## src/design/bpq_pkg.sv

```systemverilog
package bpq_pkg;

  typedef enum logic [2:0] {
    PS_RELEASED    = 3'd0,
    PS_PREPRESSED  = 3'd1,
    PS_SHORT       = 3'd2,
    PS_LONG        = 3'd3,
    PS_PRERELEASED = 3'd4
  } press_state_e;

  typedef enum logic [0:0] {
    ACT_SAMPLE = 1'b0,
    ACT_FORCE  = 1'b1
  } action_e;

  localparam int CfgIdxW = 2;

  typedef enum logic [CfgIdxW-1:0] {
    CFG_THRESHOLD = 2'd0,
    CFG_POLARITY  = 2'd1
  } cfg_reg_e;

  localparam int MaxButtons = 8;

  localparam logic [7:0] ThresholdReset = 8'd100;
  localparam logic [7:0] PolarityReset  = 8'd0;
  localparam logic [7:0] HoldMax        = 8'd255;

  typedef struct packed {
    logic       action;
    logic [2:0] button;
    logic       pin_sample;
    logic [2:0] forced_state;
  } in_item_t;

  typedef struct packed {
    logic [2:0] which_button;
    logic [2:0] button_state;
    logic       rejected;
  } out_item_t;

endpackage

```

## src/design/button_press_qualifier_unit.sv

```systemverilog
// Debounce and long-press qualifier for up to eight buttons. Each input transfer either
// applies one pin sample to a button (XORed with that button's polarity bit) or forces
// the button's state, and yields exactly one result transfer with the button's state
// after the update. Out-of-range buttons and invalid forced states are rejected. Every
// item passes through an input register, the state update and a result register, so the
// block takes one item per cycle unless the output stalls. The per-button state and hold
// count are written when an item leaves the input register, so an item for the same
// button in the very next cycle sees the update. Configuration writes are always ready.
module button_press_qualifier_unit #(
  parameter int NUM_BUTTONS = 8
) (
  input  logic                                clk_i,
  input  logic                                rst_ni,
  input  logic                                in_valid_i,
  output logic                                in_stall_o,
  input  bpq_pkg::in_item_t                   in_item_i,
  output logic                                out_valid_o,
  input  logic                                out_stall_i,
  output bpq_pkg::out_item_t                  out_item_o,
  input  logic                                cfg_valid_i,
  output logic                                cfg_ready_o,
  input  logic [bpq_pkg::CfgIdxW-1:0]         cfg_index_i,
  input  logic [7:0]                          cfg_data_i
);

  localparam int Depth = (NUM_BUTTONS < bpq_pkg::MaxButtons) ? NUM_BUTTONS
                                                             : bpq_pkg::MaxButtons;
  localparam int IdxW  = (Depth > 1) ? $clog2(Depth) : 1;

  logic                 in_valid_q;
  bpq_pkg::in_item_t    in_item_q;
  logic                 out_valid_q;
  bpq_pkg::out_item_t   out_item_q;
  logic [7:0]           threshold_q;
  logic [7:0]           polarity_q;
  bpq_pkg::press_state_e state_q [Depth];
  logic [7:0]           hold_q  [Depth];

  logic                  out_free;
  logic                  in_move;
  logic                  in_range;
  logic [IdxW-1:0]       idx;
  logic                  pressed;
  bpq_pkg::press_state_e cur_state;
  logic [7:0]            cur_hold;
  logic [7:0]            hold_inc;
  bpq_pkg::press_state_e state_d;
  logic [7:0]            hold_d;
  logic                  rejected_d;
  bpq_pkg::out_item_t    out_item_d;

  assign out_free    = !out_valid_q || !out_stall_i;
  assign in_move     = in_valid_q && out_free;
  assign in_stall_o  = in_valid_q && !out_free;
  assign out_valid_o = out_valid_q;
  assign out_item_o  = out_item_q;
  assign cfg_ready_o = 1'b1;

  assign in_range  = 32'(in_item_q.button) < NUM_BUTTONS;
  assign idx       = IdxW'(in_item_q.button);
  assign pressed   = in_item_q.pin_sample ^ polarity_q[in_item_q.button];
  assign cur_state = state_q[idx];
  assign cur_hold  = hold_q[idx];
  assign hold_inc  = (cur_hold == bpq_pkg::HoldMax) ? cur_hold : cur_hold + 8'd1;

  always_comb begin
    state_d    = cur_state;
    hold_d     = cur_hold;
    rejected_d = 1'b0;
    if (!in_range) begin
      rejected_d = 1'b1;
    end else if (in_item_q.action == bpq_pkg::ACT_FORCE) begin
      if (in_item_q.forced_state inside {[3'd0:3'd4]}) begin
        state_d = bpq_pkg::press_state_e'(in_item_q.forced_state);
      end else begin
        rejected_d = 1'b1;
      end
    end else begin
      case (cur_state)
        bpq_pkg::PS_RELEASED: begin
          state_d = pressed ? bpq_pkg::PS_PREPRESSED : bpq_pkg::PS_RELEASED;
        end
        bpq_pkg::PS_PREPRESSED: begin
          if (pressed) begin
            state_d = bpq_pkg::PS_SHORT;
            hold_d  = hold_inc;
          end else begin
            state_d = bpq_pkg::PS_PRERELEASED;
          end
        end
        bpq_pkg::PS_SHORT: begin
          if (pressed) begin
            if (cur_hold >= threshold_q) begin
              state_d = bpq_pkg::PS_LONG;
              hold_d  = 8'd0;
            end else begin
              hold_d = hold_inc;
            end
          end else begin
            state_d = bpq_pkg::PS_PRERELEASED;
            hold_d  = 8'd0;
          end
        end
        bpq_pkg::PS_LONG: begin
          state_d = pressed ? bpq_pkg::PS_LONG : bpq_pkg::PS_PRERELEASED;
        end
        bpq_pkg::PS_PRERELEASED: begin
          state_d = pressed ? bpq_pkg::PS_PREPRESSED : bpq_pkg::PS_RELEASED;
        end
        default: begin
          state_d = cur_state;
        end
      endcase
    end
  end

  always_comb begin
    out_item_d.which_button = in_item_q.button;
    out_item_d.button_state = in_range ? 3'(state_d) : 3'(bpq_pkg::PS_RELEASED);
    out_item_d.rejected     = rejected_d;
  end

  always_ff @(posedge clk_i or negedge rst_ni) begin
    if (!rst_ni) begin
      in_valid_q <= 1'b0;
    end else if (in_valid_i && !in_stall_o) begin
      in_valid_q <= 1'b1;
    end else if (in_move) begin
      in_valid_q <= 1'b0;
    end
  end

  always_ff @(posedge clk_i) begin
    if (in_valid_i && !in_stall_o) begin
      in_item_q <= in_item_i;
    end
  end

  always_ff @(posedge clk_i or negedge rst_ni) begin
    if (!rst_ni) begin
      out_valid_q <= 1'b0;
    end else if (in_move) begin
      out_valid_q <= 1'b1;
    end else if (out_valid_q && !out_stall_i) begin
      out_valid_q <= 1'b0;
    end
  end

  always_ff @(posedge clk_i) begin
    if (in_move) begin
      out_item_q <= out_item_d;
    end
  end

  always_ff @(posedge clk_i or negedge rst_ni) begin
    if (!rst_ni) begin
      for (int i = 0; i < Depth; i++) begin
        state_q[i] <= bpq_pkg::PS_RELEASED;
        hold_q[i]  <= 8'd0;
      end
    end else if (in_move && in_range) begin
      state_q[idx] <= state_d;
      hold_q[idx]  <= hold_d;
    end
  end

  always_ff @(posedge clk_i or negedge rst_ni) begin
    if (!rst_ni) begin
      threshold_q <= bpq_pkg::ThresholdReset;
      polarity_q  <= bpq_pkg::PolarityReset;
    end else if (cfg_valid_i && cfg_ready_o) begin
      case (cfg_index_i)
        bpq_pkg::CFG_THRESHOLD: threshold_q <= cfg_data_i;
        bpq_pkg::CFG_POLARITY:  polarity_q  <= cfg_data_i;
        default: begin
        end
      endcase
    end
  end

endmodule

```

## config.mk

```make
export PLATFORM = sky130hd
export DESIGN_NAME = button_press_qualifier_unit
export DESIGN_NICKNAME = d
export VERILOG_FILES = /design/src/design/bpq_pkg.sv /design/src/design/button_press_qualifier_unit.sv
export SDC_FILE = /design/constraint.sdc
export NUM_CORES = 1
export LEC_CHECK = 0
export ABC_AREA = 1
export BUFFER_PORTS_ARGS = -buffer_cell sky130_fd_sc_hd__buf_4
export CAP_MARGIN = 20
export CORE_AREA = 2 2 124 126
export CTS_CLUSTER_DIAMETER = 200
export DETAILED_ROUTE_END_ITERATION = 8
export DIE_AREA = 0 0 126 128
export PLACE_DENSITY = 0.7
export SLEW_MARGIN = 10
export SYNTH_ARGS = -nofsm -noshare
export SYNTH_HDL_FRONTEND = slang
export SYNTH_SLANG_ARGS = --single-unit
```

## constraint.sdc

```tcl
create_clock -name clk_i -period 2.35 [get_ports clk_i]
set_input_delay 0.235 -clock clk_i [delete_from_list [all_inputs] [get_ports clk_i]]
set_output_delay 0.235 -clock clk_i [all_outputs]
set_load 0.1 [all_outputs]
```

==> metrics list, run 1 <==
- The run finished, with violations left.
- The final reports fail on setup timing.
- Before CTS, the worst setup slack after placement is -298 ps.
- Static Leak: 4.78 nW
- Ant diodes: 0
- CP max-delay cell: edfxtp_1
- Cell taking the most area after synthesis: dfrtp_1
- Max-slew violation count: 0
- Area of all sequential standard cells: 0.00311 sq mm
* Final hold violation count: 0
- Total number of placement rows: 45
- DR pass1 iterations: 5
* Pwr Total: 7.42 mW
- Layout cells sized above 1: 27.9%
* Worst-path clk slew: 60 ps
- After technology mapping, the gate count stands at 897.
- Count of nets after finishing: 1033
- The cell area that synthesis handed to floorplanning was 0.00654 sq mm.
- Area enclosed by the die boundary: 0.0161 sq mm
- Power spread over the standard cell area amounts to 833 mW/mm^2.
- Counting the buffers created by CTS gives 17.
- Largest net degree at the start of global routing: 38
- The worst hold path belongs to the class in -> reg.
* Core Area: 0.0149 sq mm
- Synthesis inferred 121 register bits.
* WP data required: 2710 ps
- Traced cell by cell, the critical path runs through inv_4 -> buf_4 -> buf_12 -> buf_6 -> nand2_2 -> nand2_1 -> nand2_1 -> nand2_1 -> nand2_1 -> nand2_2 -> ha_4 -> a21oi_2 -> o21a_1 -> nand3_2 -> nand3b_1 -> nand2_1 -> inv_1 -> nor2_1 -> nand2_1 -> nand2_4 -> nand2_2 -> nand2_1.
* Critical-path maximum fanout: 10
- Yosys mapped a number of flops with a built-in enable equal to 15.
* Utilization of the core after routing: 59.9%
* Total clock sinks: 121
- Vias after detailed routing: 6216
- The H-tree was split into 4 levels.
- The HPWL after detailed placement is 12200 um.
- # fillers: 1173
* Area of the multi-input gates: 0.00354 sq mm
- Unrepaired setup endpoints after global routing: true
- In the synthesized netlist the dominant register cell turns out to be dfrtp_1.
- Wire length on met3: 1320 um
- Routed length on met1: 8410 um
* Reg2reg path depth: 22
* Aggregate negative setup slack: -29500 ps
- At the end of routability-driven placement, the weighted congestion stood at 0.909.
- The largest single stage delay on the critical path is 440 ps.
- Number of input and output port buffers inserted: 31
* Number of antenna violations at the first check in global routing: 0
- Class of the most critical setup path: reg -> reg
* Syn Nets: 929
* Final worst-path setup slack: -450 ps
* Final Cycle Share: 119%
- In the synthesized netlist the async set-or-reset flop fraction comes to 87.6%.
- In this run the count of I/O pins placed on the die edge is 33.
- The top cell types in the final layout, fill and taps aside, are nand2_1, dfrtp_1, buf_4.
* Maximum count of clock buffers along a single path: 2
* Yosys top cell area share: 39.4%
- Remaining max-slew budget at the tightest pin: 57.8%
* Wire length of the first global-routing pass: 31700 um
* Die height: 128 um
- Commonest non-fill, non-tap cell in the layout: nand2_1
- STA classifies the critical path endpoint as a flop.
- Slack of the worst reg-to-reg path: -450 ps
- The Yosys step of the flow raised 0 warnings.
- Max Used Layer: met4
- Of the synthesized area, sequential elements account for 47.5%.
- Launching element type of the critical path: flop
- Across all hold checks on the routed design, the worst slack comes to 25.7 ps.
- Hold path depth: 3
- Initial standard-cell utilization of the core: 44.0%
* Number of distinct library cells after synthesis: 36
- After detailed routing, the number of remaining DRC violations is 0.
- Most prevalent standard cell on the critical path: nand2_1
* Biggest area contributors in the synthesized netlist: dfrtp_1, nand2_1, edfxtp_1, inv_1, nand2_2
* Highest achievable clock rate: 357 MHz
* Sum of overflow across all layers after global routing: 0
- The smallest clock period supported by the final layout is computed as 2800 ps.
* Worst-case clock skew: 10.4 ps
- The count of nets left with antenna violations once routing finished came out at 0.
- Vias per cell: 5.18
* Final setup viols: 90
* Average detailed-routed wire length per instance: 16.6 um
- Length of routed met2 wiring: 9380 um
- Slew at the pin closest to its max-slew limit: 632 ps
- Area growth from synthesis to layout: 36.1%
* Number of global-route vias before repair: 6077
* Mean instance size in the synthesized netlist: 7.29 sq um
- All-Layer GR Usage: 25.3%
* Crit Reg-Reg Endpoint: hold_q[27]
- Clock latency reported for the late side of the worst-skew pair: 430 ps
- Library cell used as clock root buffer: clkbuf_16
- In this run the most critical hold path is launched from in_valid_i.
* Number of violations of the max-capacitance limit: 0
- TritonCTS built the clock tree.
* Post-Route WL: 19900 um
* Hold path endpoint: in_valid_q
- The startpoint identified for the worst register-to-register timing path is idx[0].
* Arrival time at the worst endpoint: 3160 ps
- Detailed router's first-iteration violation count: 538
- The worst-case IR drop observed on VDD is 0.000507 V.
- In this run the horizontal extent of the chip is 126 um.
[report_power, final]
part           switching, mW  internal, mW
Sequential             0.188          2.46
Clock                  0.936          1.80
Combinational           1.26         0.771
[per-layer routing]
layer | vias to the layer above | global-route usage (%)
met3 | 65 | 5.76
met1 | 2890 | 32.2
met4 | 0 | 13.1
li1 | 2980 | -
met2 | 281 | 40.4
met5 | - | 0
[cell usage after synthesis (10+ instances only)]
| cell type | instances |
|---|---|
| nand2_1 | 528 |
| dfrtp_1 | 103 |
| inv_1 | 44 |
| nor2_1 | 24 |
| o21ai_0 | 24 |
| nand2_2 | 22 |
| nand3_1 | 17 |
| edfxtp_1 | 15 |
| inv_2 | 11 |
| clkbuf_1 | 10 |
[worst max-delay path: cells and delay by family, from the launching register on]
kind	cells	cell delay, ps
and+or+nand+nor	14	1290
AOI/OAI and AO/OA	2	300
adders and majority gates	1	160
DFF	1	440
buffers and inverters	5	540
[sequential cells by signal, summed over array words and instances (netlist names)]
signal	count
in_valid_q	1
out_valid_o	1
polarity_q	8
idx	3
out_item_o	7
threshold_q	8
state_q	24
in_item_q	5
hold_q	64
[stage by stage]
| stage | std cells | cell area [sq um] |
|---|---|---|
| 3_5_place_dp | 1138 | 7370 |
| 2_1_floorplan | 897 | 6610 |
| 5_1_grt | 1201 | 8900 |
| 6_report | 1201 | 8900 |
| 4_1_cts | 1195 | 8590 |
| 3_3_place_gp | 1138 | 7370 |
[area by class of cell]
type	instances	share of cell area [%]
repair buffers	119	13.3
flip-flops and latches	121	34.9
inverters	55	2.46
clock buffers	24	5.65
multi-input cells	687	39.8
well taps	188	2.64
clock inverters	7	1.28
[logic make-up (layout without fill, tap and decap cells)]
family	count (synthesis)	after routing	synth area share [%]
flip-flops	121	121	47.5
AND/OR/NAND/NOR	624	624	39.8
adder cells (fa/ha/maj)	9	9	1.72
buffers and inverters	89	205	6.08
other	1	1	0.0574
AO/OA/AOI/OAI	53	53	4.78
[worst max path at each step]
stage | to | depth (start not counted) | start
after floorplan | hold_q[18] | 23 | idx[0]
after global placement | out_item_o[1] | 18 | idx[0]
after detailed placement | out_item_o[1] | 21 | idx[0]
after CTS | hold_q[28] | 24 | idx[0]
after global routing | hold_q[27] | 24 | idx[0]
final | hold_q[27] | 22 | idx[0]
[what timing repair did]
| item | 4_1_cts | 5_1_grt |
|---|---|---|
| endpoints found under the hold margin | 33 | 1 |
| pin swaps | 7 | 36 |
| gates resized for setup | 64 | 65 |
| hold buffers | 8 | 1 |
| endpoints found under the setup margin | 73 | 91 |
| gates cloned | 5 | 0 |
| setup buffers | 13 | 5 |
No activity file was read; power rests on OpenSTA's default activity.
==> inputs of run 2 (changes only) <==
CAP_MARGIN = default   (was 20)
CORE_AREA = 2 2 95 165   (was 2 2 124 126)
DIE_AREA = 0 0 97 167   (was 0 0 126 128)
==> run 2 against run 1 <==
Compared with the run above:
- the flow still finishes with violations (setup timing)
- routed wire length increased by 3.5%
- global-route usage about the same
- first-iteration DRC count decreased by 1.7%
- worst hold slack about the same
- final cell count decreased by 0.67%
- utilization about the same
- fmax increased by 0.25%
- clock power increased by 2%
- clock skew decreased by 1.2 ps
==> metrics list, run 2 (synthesized netlist as in run 1, its figures left out) <==
- Worst-case clock skew: 9.20 ps
* Largest net degree at the start of global routing: 40
- Number of input and output port buffers inserted: 31
- Area growth from synthesis to layout: 35.8%
- The first detailed-routing pass took 7 iterations.
- For this run, design rule violations remaining after detail routing come to 0.
- The final hold violation count is 0.
- Vias after detailed routing: 6321
- Total clock sinks: 121
* Width of the die: 97 um
* Core Area: 0.0148 sq mm
- Dividing the detail-routed via count by the number of cells gives 5.30.
* Launching element type of the critical path: flop
- Highest achievable clock rate: 358 MHz
* Average detailed-routed wire length per instance: 17.3 um
- The initial antenna violation count came to 0.
- At the worst endpoint, the required time is 2700 ps.
- # fillers: 1201
- Met2 GRT Util: 45.4%
- Global routing met1 resource utilization: 27.3%
- The post-route netlist has 30.7% of its cells at a drive strength greater than 1.
- The number of max-slew violations in the final report came to 0.
- The worst hold path passes through 3 cells.
- The largest registers in the layout are hold_q x64, state_q x24.
* Ports: 33
- Detailed router's first-iteration violation count: 529
- Clock tree from TritonCTS: built
- The via count of the first global-routing pass was 6353.
- Unrepaired setup endpoints after global routing: true
* CTS Buf Count: 17
- Final worst-path setup slack: -443 ps
* Clock period minus final worst setup slack: 2790 ps
- Ant diodes: 0
* VDD IR-drop max: 0.000486 V
- Number of routed nets with antenna violations: 0
- Final setup viols: 91
- Commonest non-fill, non-tap cell in the layout: nand2_1
- Area enclosed by the die boundary: 0.0162 sq mm
* Class of the most critical setup path: reg -> reg
- For this run, global-route usage on met3 was measured as 5.16%.
* Slew at the pin closest to its max-slew limit: 687 ps
* Worst-path clk slew: 60 ps
- In this run the power density over the cells is 833 mW/mm^2.
- All-Layer GR Usage: 25.3%
- HPWL reported at the end of detailed placement: 13100 um
- Number of flip-flops in the largest register: 64
- Library cell used as clock root buffer: clkbuf_16
- Wire length of the first global-routing pass: 32300 um
- Utilization of the core after routing: 59.9%
- Number of violations of the max-capacitance limit: 0
* Worst min-delay path category: in -> reg
- Static Leak: 4.78 nW
- The total overflow left after global routing is 0.
* Post-Route WL: 20600 um
- The later pin in the worst-skew pair is clocked with a latency of 420 ps.
- Gr busiest metal: met2
* Result of the run: complete, but fails checks
- Data on the critical path arrives at its endpoint at 3150 ps.
* Critical-path maximum fanout: 10
- In the layout the commonest cells are nand2_1, dfrtp_1, nand2_2.
* Count of nets after finishing: 1029
* Aggregate negative setup slack: -27520 ps
* Total number of placement rows: 59
- Initial standard-cell utilization of the core: 44.1%
* Failing checks: setup timing
- The congestion estimate from routability-driven global placement came to 0.969.
- Final Cycle Share: 119%
- The clock tree synthesis step divided the H-tree into 4 levels.
- The die is 167 um tall.
- Reg2reg path depth: 20
- Largest register by flop count: hold_q
* Critical Path End Type: flop
- In this run the tightest slew margin relative to its limit is 54.1%.
- Maximum count of clock buffers along a single path: 2
==> run 2: area by class of cell <==
class / instances / area, sq um / share of cell area (%)
clock inverter: 14 / 194 / 2.18
timing repair buffer: 113 / 1120 / 12.6
multi-input combinational: 689 / 3580 / 40.3
clock buffer: 18 / 429 / 4.83
tap: 183 / 229 / 2.58
sequential: 121 / 3110 / 35.0
inverter: 55 / 224 / 2.52
==> run 2: power by group <==
group	total (mW)	switching, mW	internal [mW]
logic	1.98	1.25	0.724
registers	2.63	0.175	2.46
clock network	2.79	1.01	1.78
==> run 2: worst paths after layout <==
check | slack (ps) | from | endpoint
setup / recovery | -440 | idx[0] | hold_q[2]
hold / removal | 30 | in_valid_i | in_valid_q
setup reg to reg | -440 | idx[0] | hold_q[2]
hold reg to reg | 470 | hold_q[51] | hold_q[51]
max in group asynchronous | 1280 | rst_ni | state_q[3]
min in group asynchronous | 350 | rst_ni | polarity_q[0]
==> run 2: metrics by stage <==
step                      cells  hold WS (ps)  worst slack, ps  instance area, sq um  total power [mW]
final                      1193          26.0             -443                  8880              7.40
after global routing       1193          18.9             -569                  8880              7.68
after CTS                  1184          25.5             -353                  8450              7.19
after detailed placement   1128           247             -546                  7310              4.24
after global placement     1128           250             -533                  7310              4.21
after floorplan             897         -60.6            -38.9                  6610              3.71
==> run 2: routing by layer <==
layer	wire length (um)	part of all wire [%]
met1	7430	36
met5	0	0
met2	11100	54
met3	1070	5.2
met4	1060	5.1
==> run 2: repair_timing <==
item,CTS,global route
endpoints found under the setup margin,91,91
hold endpoints to repair,43,0
buffers inserted,12,7
resized for setup,59,93
pin swaps,22,49
cloned,4,3
hold buffers,8,0
==> run 2: worst max-delay path: stages, from the launching register on <==
cell and delay, ps:
edfxtp_1 450, buf_6 170, buf_12 120, buf_12 140, nand2_2 50, nand2_1 50
nand2_1 50, nand2_1 70, nand2_1 80, nand2_2 100, ha_4 230, a21oi_2 120
o21a_1 130, nand3_2 100, nand2_2 100, nand3_4 110, nor2_4 190, nand2_2 90
nand2_4 170, nand2_2 90, nand2_2 90
